`src/rtl/core/wtk_pkg.sv`:
```
`timescale 1ns / 1ps
// shared constants, byte classes and control struct of the word tokenizer
// no dependencies; imported by wtk_scan and the top level

package wtk_pkg;

    // word buffer sizing
    localparam int WORD_MAX = 32;
    localparam int LEN_W    = $clog2(WORD_MAX + 1);
    localparam int IDX_W    = $clog2(WORD_MAX);

    // special bytes
    localparam logic [7:0] CH_NUL    = 8'h00;
    localparam logic [7:0] CH_LF     = 8'h0A;
    localparam logic [7:0] CH_SPACE  = 8'h20;
    localparam logic [7:0] CH_QUOTE  = 8'h22;
    localparam logic [7:0] CH_APOS   = 8'h27;
    localparam logic [7:0] CH_HYPHEN = 8'h2D;

    // scanner mode, one-hot
    typedef enum logic [2:0] {
        S_SPACE = 3'b001,
        S_WORD  = 3'b010,
        S_DIGIT = 3'b100
    } t_mode;

    // control from the scanner to the cell row
    typedef struct packed {
        logic             append;
        logic [IDX_W-1:0] wr_idx;
        logic [7:0]       wr_char;
        logic             emit;
        logic [LEN_W-1:0] emit_len;
        logic             emit_trunc;
    } t_buf_ctrl;

    function automatic logic is_letter(input logic [7:0] c);
        return c inside {[8'h41:8'h5A], [8'h61:8'h7A]};
    endfunction

    function automatic logic is_digit(input logic [7:0] c);
        return c inside {[8'h30:8'h39]};
    endfunction

    function automatic logic is_space(input logic [7:0] c);
        return c inside {CH_SPACE, [8'h09:8'h0D]};
    endfunction

endpackage

```
`src/rtl/core/wtk_cell.sv`:
```
`timescale 1ns / 1ps
// one cell of the word buffer row: a stored character and an output stage
// uses no package items; instantiated by the top level

module wtk_cell (
    input  logic       i_clk,
    input  logic       i_wr_en,
    input  logic [7:0] i_wr_char,
    input  logic       i_load,
    input  logic       i_shift,
    input  logic [7:0] i_next_out,
    output logic [7:0] o_out
);

    logic [7:0] r_word;
    logic [7:0] r_out;

    // character gathered for the word being built
    always_ff @(posedge i_clk) begin
        if (i_wr_en) begin
            r_word <= i_wr_char;
        end
    end

    // output stage: snapshot of the word, then shift toward cell zero
    always_ff @(posedge i_clk) begin
        if (i_load) begin
            r_out <= r_word;
        end else if (i_shift) begin
            r_out <= i_next_out;
        end
    end

    assign o_out = r_out;

endmodule

```
`src/rtl/core/wtk_scan.sv`:
```
`timescale 1ns / 1ps
// byte scanner: hyphen lookahead, line skipping and the space/word/digit mode machine
// depends on wtk_pkg; drives the cell row of the top level

module wtk_scan (
    input  logic               i_clk,
    input  logic               i_rst_n,
    input  logic               i_accept,
    input  logic [7:0]         i_char,
    input  logic               i_eoi,
    output wtk_pkg::t_buf_ctrl o_ctrl
);
    import wtk_pkg::*;

    t_mode            r_mode, n_mode;
    logic [LEN_W-1:0] r_len, n_len;
    logic             r_ovf, n_ovf;
    logic             r_hp, n_hp;
    logic             r_sk, n_sk;
    logic             r_tu, n_tu;

    logic             do1, do2;
    logic [7:0]       b2;
    t_mode            mode1;
    logic             emit1, emit2, clr2, app2;
    logic             clr;
    logic [LEN_W-1:0] len_a;
    logic             ovf_a;
    logic             wr;

    // hyphen lookahead and line skipping decide which bytes get scanned
    always_comb begin
        n_hp = r_hp;
        n_sk = r_sk;
        n_tu = r_tu;
        do1  = 1'b0;
        do2  = 1'b0;
        b2   = i_char;
        if (i_accept) begin
            if (i_eoi) begin
                do1  = r_hp | r_sk | r_tu;
                do2  = 1'b1;
                b2   = CH_SPACE;
                n_hp = 1'b0;
                n_sk = 1'b0;
                n_tu = 1'b0;
            end else if (i_char != CH_NUL) begin
                if (r_sk) begin
                    if (i_char == CH_LF) begin
                        n_sk = 1'b0;
                        n_tu = 1'b1;
                    end
                end else if (r_tu) begin
                    n_tu = 1'b0;
                    do2  = 1'b1;
                end else if (r_hp && is_space(i_char)) begin
                    n_hp = 1'b0;
                    if (i_char == CH_LF) begin
                        n_tu = 1'b1;
                    end else begin
                        n_sk = 1'b1;
                    end
                end else begin
                    do1 = r_hp;
                    if (i_char == CH_HYPHEN) begin
                        n_hp = 1'b1;
                    end else begin
                        n_hp = 1'b0;
                        do2  = 1'b1;
                    end
                end
            end
        end
    end

    // first scan: a held hyphen, which only ends a word in progress
    always_comb begin
        emit1 = do1 && (r_mode == S_WORD);
        mode1 = emit1 ? S_SPACE : r_mode;
    end

    // second scan: the byte itself
    always_comb begin
        n_mode = mode1;
        emit2  = 1'b0;
        clr2   = 1'b0;
        app2   = 1'b0;
        if (do2) begin
            case (mode1)
                S_WORD: begin
                    if (is_letter(b2) || b2 == CH_APOS || b2 == CH_QUOTE) begin
                        app2 = 1'b1;
                    end else if (is_digit(b2)) begin
                        n_mode = S_DIGIT;
                    end else begin
                        n_mode = S_SPACE;
                        emit2  = 1'b1;
                    end
                end
                S_DIGIT: begin
                    if (is_space(b2)) begin
                        n_mode = S_SPACE;
                        clr2   = 1'b1;
                    end
                end
                default: begin
                    if (is_letter(b2)) begin
                        n_mode = S_WORD;
                        clr2   = 1'b1;
                        app2   = 1'b1;
                    end else if (is_digit(b2)) begin
                        n_mode = S_DIGIT;
                        clr2   = 1'b1;
                    end
                end
            endcase
        end
    end

    // length and overflow bookkeeping
    always_comb begin
        clr   = emit1 | emit2 | clr2;
        len_a = clr ? '0 : r_len;
        ovf_a = clr ? 1'b0 : r_ovf;
        wr    = app2 && (len_a < LEN_W'(WORD_MAX));
        n_len = len_a;
        n_ovf = ovf_a;
        if (wr) begin
            n_len = len_a + LEN_W'(1);
        end else if (app2) begin
            n_ovf = 1'b1;
        end
    end

    always_comb begin
        o_ctrl.append     = wr;
        o_ctrl.wr_idx     = len_a[IDX_W-1:0];
        o_ctrl.wr_char    = b2;
        o_ctrl.emit       = emit1 | emit2;
        o_ctrl.emit_len   = r_len;
        o_ctrl.emit_trunc = r_ovf;
    end

    // scanner state
    always_ff @(posedge i_clk) begin
        if (!i_rst_n) begin
            r_mode <= S_SPACE;
            r_len  <= '0;
            r_ovf  <= 1'b0;
            r_hp   <= 1'b0;
            r_sk   <= 1'b0;
            r_tu   <= 1'b0;
        end else begin
            r_mode <= n_mode;
            r_len  <= n_len;
            r_ovf  <= n_ovf;
            r_hp   <= n_hp;
            r_sk   <= n_sk;
            r_tu   <= n_tu;
        end
    end

`ifndef SYNTHESIS
    // overflow only ever follows a full buffer
    a_ovf_full: assert property (@(posedge i_clk) disable iff (!i_rst_n)
        r_ovf |-> (r_len == LEN_W'(WORD_MAX)))
        else $error("overflow flag set with buffer not full");

    // a word is handed out only with at least one character
    a_emit_len: assert property (@(posedge i_clk) disable iff (!i_rst_n)
        o_ctrl.emit |-> (r_len != '0))
        else $error("empty word emitted");

    // line skipping never coexists with a pending hyphen or a pending line turn
    a_flags: assert property (@(posedge i_clk) disable iff (!i_rst_n)
        !(r_sk && r_hp) && !(r_sk && r_tu))
        else $error("conflicting hyphen join flags");
`endif

endmodule

```
`src/rtl/core/word_tokenizer_with_hyphen_join.sv`:
```
`timescale 1ns / 1ps
// word tokenizer with hyphen join: scanner plus a row of WORD_MAX buffer cells
// first character of a word is presented in the cycle after the byte that ends it
// throughput: one byte per cycle while no word drains; input stalls until a finished word has drained
// the drain is set by the output shift along the cell row, one character per cycle while i_m_tready is high
// reset: synchronous active-low i_rst_n clears scanner mode, flags, length and drain count
// depends on wtk_pkg, wtk_scan and wtk_cell

module word_tokenizer_with_hyphen_join (
    input  logic       i_clk,
    input  logic       i_rst_n,
    input  logic       i_s_tvalid,
    output logic       o_s_tready,
    input  logic [7:0] i_s_tdata,   // [7:0] char_code
    input  logic       i_s_tlast,   // end_of_input
    output logic       o_m_tvalid,
    input  logic       i_m_tready,
    output logic [7:0] o_m_tdata,   // [7:0] word_char
    output logic       o_m_tlast,   // word_last
    output logic       o_m_tuser    // [0] word_truncated
);
    import wtk_pkg::*;

    t_buf_ctrl        ctrl;
    logic             s_acc;
    logic             m_acc;
    logic [LEN_W-1:0] r_cnt, n_cnt;
    logic             r_trunc, n_trunc;
    logic [7:0]       w_out [WORD_MAX];

    assign o_s_tready = (r_cnt == '0);
    assign s_acc      = i_s_tvalid && o_s_tready;
    assign m_acc      = o_m_tvalid && i_m_tready;

    wtk_scan u_scan (
        .i_clk    (i_clk),
        .i_rst_n  (i_rst_n),
        .i_accept (s_acc),
        .i_char   (i_s_tdata),
        .i_eoi    (i_s_tlast),
        .o_ctrl   (ctrl)
    );

    // row of buffer cells, output taken from cell zero
    for (genvar gi = 0; gi < WORD_MAX; gi++) begin : g_cell
        logic [7:0] next_out;
        if (gi == WORD_MAX - 1) begin : g_tail
            assign next_out = '0;
        end else begin : g_mid
            assign next_out = w_out[gi+1];
        end
        wtk_cell u_cell (
            .i_clk      (i_clk),
            .i_wr_en    (ctrl.append && (ctrl.wr_idx == IDX_W'(gi))),
            .i_wr_char  (ctrl.wr_char),
            .i_load     (ctrl.emit),
            .i_shift    (m_acc),
            .i_next_out (next_out),
            .o_out      (w_out[gi])
        );
    end

    // drain count of the word being sent
    always_comb begin
        n_cnt   = r_cnt;
        n_trunc = r_trunc;
        if (ctrl.emit) begin
            n_cnt   = ctrl.emit_len;
            n_trunc = ctrl.emit_trunc;
        end else if (m_acc) begin
            n_cnt = r_cnt - LEN_W'(1);
        end
    end

    always_ff @(posedge i_clk) begin
        if (!i_rst_n) begin
            r_cnt <= '0;
        end else begin
            r_cnt <= n_cnt;
        end
    end

    always_ff @(posedge i_clk) begin
        r_trunc <= n_trunc;
    end

    // output word
    assign o_m_tvalid = (r_cnt != '0);
    assign o_m_tdata  = w_out[0];
    assign o_m_tlast  = (r_cnt == LEN_W'(1));
    assign o_m_tuser  = r_trunc;

`ifndef SYNTHESIS
    // a finished word starts draining on the next cycle
    a_emit_out: assert property (@(posedge i_clk) disable iff (!i_rst_n)
        ctrl.emit |=> (o_m_tvalid && r_cnt == $past(ctrl.emit_len)))
        else $error("emitted word not presented");

    // input reopens right after the last character is taken
    a_reopen: assert property (@(posedge i_clk) disable iff (!i_rst_n)
        (m_acc && o_m_tlast) |=> o_s_tready)
        else $error("input not reopened after word end");

    // drain count stays within the buffer depth
    a_cnt_max: assert property (@(posedge i_clk) disable iff (!i_rst_n)
        r_cnt <= LEN_W'(WORD_MAX))
        else $error("drain count beyond buffer depth");
`endif

endmodule
```
`config.mk`:
```
export PLATFORM = sky130hd
export DESIGN_NAME = word_tokenizer_with_hyphen_join
export DESIGN_NICKNAME = d
export VERILOG_FILES = /design/src/rtl/core/wtk_pkg.sv /design/src/rtl/core/wtk_cell.sv /design/src/rtl/core/wtk_scan.sv /design/src/rtl/core/word_tokenizer_with_hyphen_join.sv
export SDC_FILE = /design/constraint.sdc
export NUM_CORES = 1
export LEC_CHECK = 0
export BUFFER_PORTS_ARGS = -buffer_cell sky130_fd_sc_hd__buf_4
export CORE_UTILIZATION = 60
export CTS_CLUSTER_DIAMETER = 100
export DETAILED_ROUTE_END_ITERATION = 7
export PLACE_DENSITY = 0.76
export SLEW_MARGIN = 20
export SYNTH_ARGS = -nofsm -noshare
export SYNTH_HDL_FRONTEND = slang
export SYNTH_SLANG_ARGS = --single-unit
export TNS_END_PERCENT = 10
```
`constraint.sdc`:
```
create_clock -name i_clk -period 18.53 [get_ports i_clk]
set_input_delay 3.706 -clock i_clk [delete_from_list [all_inputs] [get_ports i_clk]]
set_output_delay 3.706 -clock i_clk [all_outputs]
set_load 0.05 [all_outputs]
```
==> flow_summary_export.csv <==
group,metric,value,unit
timing,hold_viol,0,
flow_run,max_cap_violations,0,
floorplan,rows,66,
setup_path,r2r_cells,10,
synth,synthXorXnorAreaFrac,0.173,%
power,pwr-share-comb,17.0,%
layout,antenna_cells,0,
timing,rsz0062_at_grt,"no",
floorplan,die_area,34500,µm²
floorplan,ios,25,
clocking,worstSkewPairLatency,0.57,ns
floorplan,core,32900,µm²
synth,synth-seq-cells,532,
timing,fin_skew,0.0207,ns
layout,area_growth,10.9,%
routing,drt-initial-drc-count,703,
setup_path,cp-start-kind,"input pin",
timing,tightest_slew,1.06,ns
timing,finalCritPeriodShare,44.3,%
routing,via_per_inst,5.72,
timing,slew_headroom,28.9,%
clocking,tritoncts,"done",
layout,drive_gt1_share,30.9,%
synth,netlist-cell-type-count,64,
run_status,outcome,"completed",
clocking,cts_htree_levels,2,
synth,yosysWarnings,0,
power,power_switching,0.000859,W
global_route,grt_pass1_vias,9446,
clocking,clock_sinks,532,
synth,muxShareOfSynthArea,13.9,%
synth,synthSimpleGateAreaFrac,4.24,%
synth,synth_top_family_by_area,"multiplexers",
power,seq_power_share,54.0,%
routing,wl_per_cell,20.9,µm
timing,max_freq,122,MHz
place,post-place-cells,1483,
synth,synth_edf_count,513,
power,total_power,0.00338,W
clocking,path_clk_slew,0.06,ns
routing,drtPass1Iterations,5,
clocking,clk_path_buf_depth,3,
clocking,ctsHoldBuffers,0,
power,intPower,0.00252,W
timing,setup_viol,0,
synth,synth_compound_area_share,1.71,%
global_route,grt-ovfl-total,0,
power,peakVddDrop,0.284,mV
timing,slew_viol_final,0,
layout,finalNonFillerCells,1573,
timing,whs,0.469,ns
synth,synth_top_cell_area_share,76.1,%
power,clockPowerShare,29.0,%
timing,fin_setup_tns,0,ns
setup_path,critPathMaxFanout,114,
setup_path,cp.required,18.71,ns
synth,synthFlopType,"edfxtp_1",
setup_path,cp-end-kind,"flip-flop",
global_route,grt_usage,19.8,%
power,netSwitchingFraction,25.4,%
synth,synth_top_area_cell,"edfxtp_1",
worst_hold_path,hold_depth,0,
place,dpl.hpwl,17700,µm
global_route,grt_pass1_wl,51200,µm
global_route,grt_antenna_before_repair,1,
place,gp_congestion,0.840,
worst_hold_path,min_path_type,"reg -> reg",
power,p_leak,7.50,nW
synth,netlist_area,20300,µm²
synth,synthAdderAreaFrac,0.556,%
routing,routed_wl,32800,µm
floorplan,start_util,61.6,%
synth,yosysSeqAreaShare,77.9,%
floorplan,die_x,186,µm
layout,finalNetCount,1116,
synth,ys_top_cells_by_area,"edfxtp_1 76%, mux2_2 13%, dfxtp_1 1.9%",
clocking,cts_root_buf,"clkbuf_16",
synth,async_reset_ff_share,0,%
synth,syn_inst,1041,
power,p_per_area,150,nW/µm²
routing,drcViolationCount,0,
place,io_buffer_count,24,
routing,drtAntennaViolNets,0,
clocking,cts_resized,0,
setup_path,crit_type,"in -> reg",
floorplan,die_y,186,µm
clocking,cts_setup_buffers,0,
global_route,grt_max_degree,206,
clocking,cts_buffers,50,
routing,route.vias.total,9003,
timing,fin_crit,8.22,ns
synth,syn_area_per_cell,19.5,µm²
setup_path,cp.arrival,8.40,ns
synth,synth_nets,1063,
## power groups by stage
stage	Sequential, W	Clock (W)	Combinational [W]
after floorplan	0.00191	0	0.000390
after global placement	0.00184	0	0.000562
after detailed placement	0.00185	0	0.000577
after CTS	0.00183	0.000997	0.000584
after global routing	0.00185	0.00104	0.000625
final	0.00182	0.000979	0.000573
## worst max-delay path, cell delays in order
cell and delay [ns]:
buf_4 0.14, or4_4 0.56, o221ai_1 0.17, or3_1 0.22, and3_1 0.27, a31oi_4 0.09, buf_4 0.33, and2_1 0.36
inv_8 0.51, buf_4 0.90, buf_4 0.82
## kinds of logic after synthesis
logic type                 count (synthesis)
adders and majority gates                  9
DFF                                      532
AOI/OAI and AO/OA                         47
muxes                                    250
buffers and inverters                     47
xor gates and xnor gates                   4
and+or+nand+nor                          152
## cells in the final DEF, fill, tap and decap left out, types with 2 or more instances in the layout
master,netlist,routed
nor4b_1,3,3
nand3_1,8,8
clkbuf_1,5,5
o21ai_0,7,7
o21ai_2,2,2
a31oi_1,2,2
xnor2_1,2,2
clkinv_2,0,11
inv_1,10,9
a21boi_0,3,3
mux2_1,22,22
ha_1,9,9
nand4b_1,2,2
dfxtp_1,19,19
bufinv_16,0,4
and2_1,19,19
nor2b_1,11,11
mux2_2,226,226
clkbuf_16,0,51
nor3_1,8,8
and4_1,2,2
clkinv_16,0,2
nor4_1,2,2
and3_1,5,5
or3_1,4,4
o31ai_1,2,2
edfxtp_1,513,513
nand2b_1,8,8
buf_4,27,35
nor3b_1,2,2
a21oi_1,13,13
clkinv_1,0,15
o22ai_1,2,2
xor2_1,2,2
nand2_1,22,22
nor2_1,45,45
## state kept, by name, summed over array words and instances, names as in the netlist
register	cells
u_scan.r_len	6
u_scan.r_sk	1
u_scan.r_tu	1
u_scan.r_hp	1
u_scan.r_ovf	1
u_scan.r_mode	3
g_cell.u_cell.r_word	256
r_cnt	6
g_cell.u_cell.o_out	256
o_m_tuser	1
## synth_stat cells (3+ instances only)
cell and instances:
nand2b_1 8, and2_1 19, edfxtp_1 513, mux2_1 22, a21oi_1 13, mux2_2 226
a21boi_0 3, nand3_1 8, clkbuf_1 5, o21ai_0 7, buf_4 27, nor2_1 45
inv_1 10, nor2b_1 11, or3_1 4, ha_1 9, nor4b_1 3, nand2_1 22
dfxtp_1 19, nor3_1 8, and3_1 5
## path summary, 6_finish.rpt
check | from | endpoint | slack (ns)
worst max-delay path | i_s_tdata[2] | g_cell[5].u_cell.o_out[2]$_DFFE_PP_ | 10.31
worst min-delay path | u_scan.r_ovf$_SDFF_PN0_ | o_m_tuser$_DFFE_PN_ | 0.47
worst max register to register | r_cnt[2]$_SDFFE_PN0P_ | g_cell[5].u_cell.o_out[2]$_DFFE_PP_ | 12.97
worst min register to register | u_scan.r_ovf$_SDFF_PN0_ | o_m_tuser$_DFFE_PN_ | 0.47
## final cells by class
| cell class | count | area, µm² |
|---|---|---|
| clock buffer | 56 | 1290 |
| clock inverter | 33 | 299 |
| fill | 2086 | 10400 |
| inverter | 11 | 48.8 |
| multi-input combinational | 462 | 4170 |
| sequential | 532 | 15800 |
| tap | 442 | 553 |
| timing repair buffer | 37 | 310 |
## stage by stage
step | util (%) | setup WS, ns | area [µm²]
2_1_floorplan | - | 7.65 | 20300
3_3_place_gp | 63.4 | 9.82 | 20800
3_5_place_dp | 63.4 | 9.75 | 20800
4_1_cts | 68.3 | 10.33 | 22400
5_1_grt | 68.3 | 10.06 | 22500
6_report | 68.3 | 10.31 | 22500
## per-layer routing
metal / wire length [µm] / track usage (%) / share of wire, %
met5: 0 / 0 / 0
met2: 16400 / 33.1 / 50
met3: 1590 / 3.09 / 4.9
met1: 13900 / 26.5 / 42
met4: 934 / 7.18 / 2.8
(Power assumes the default switching activity.)
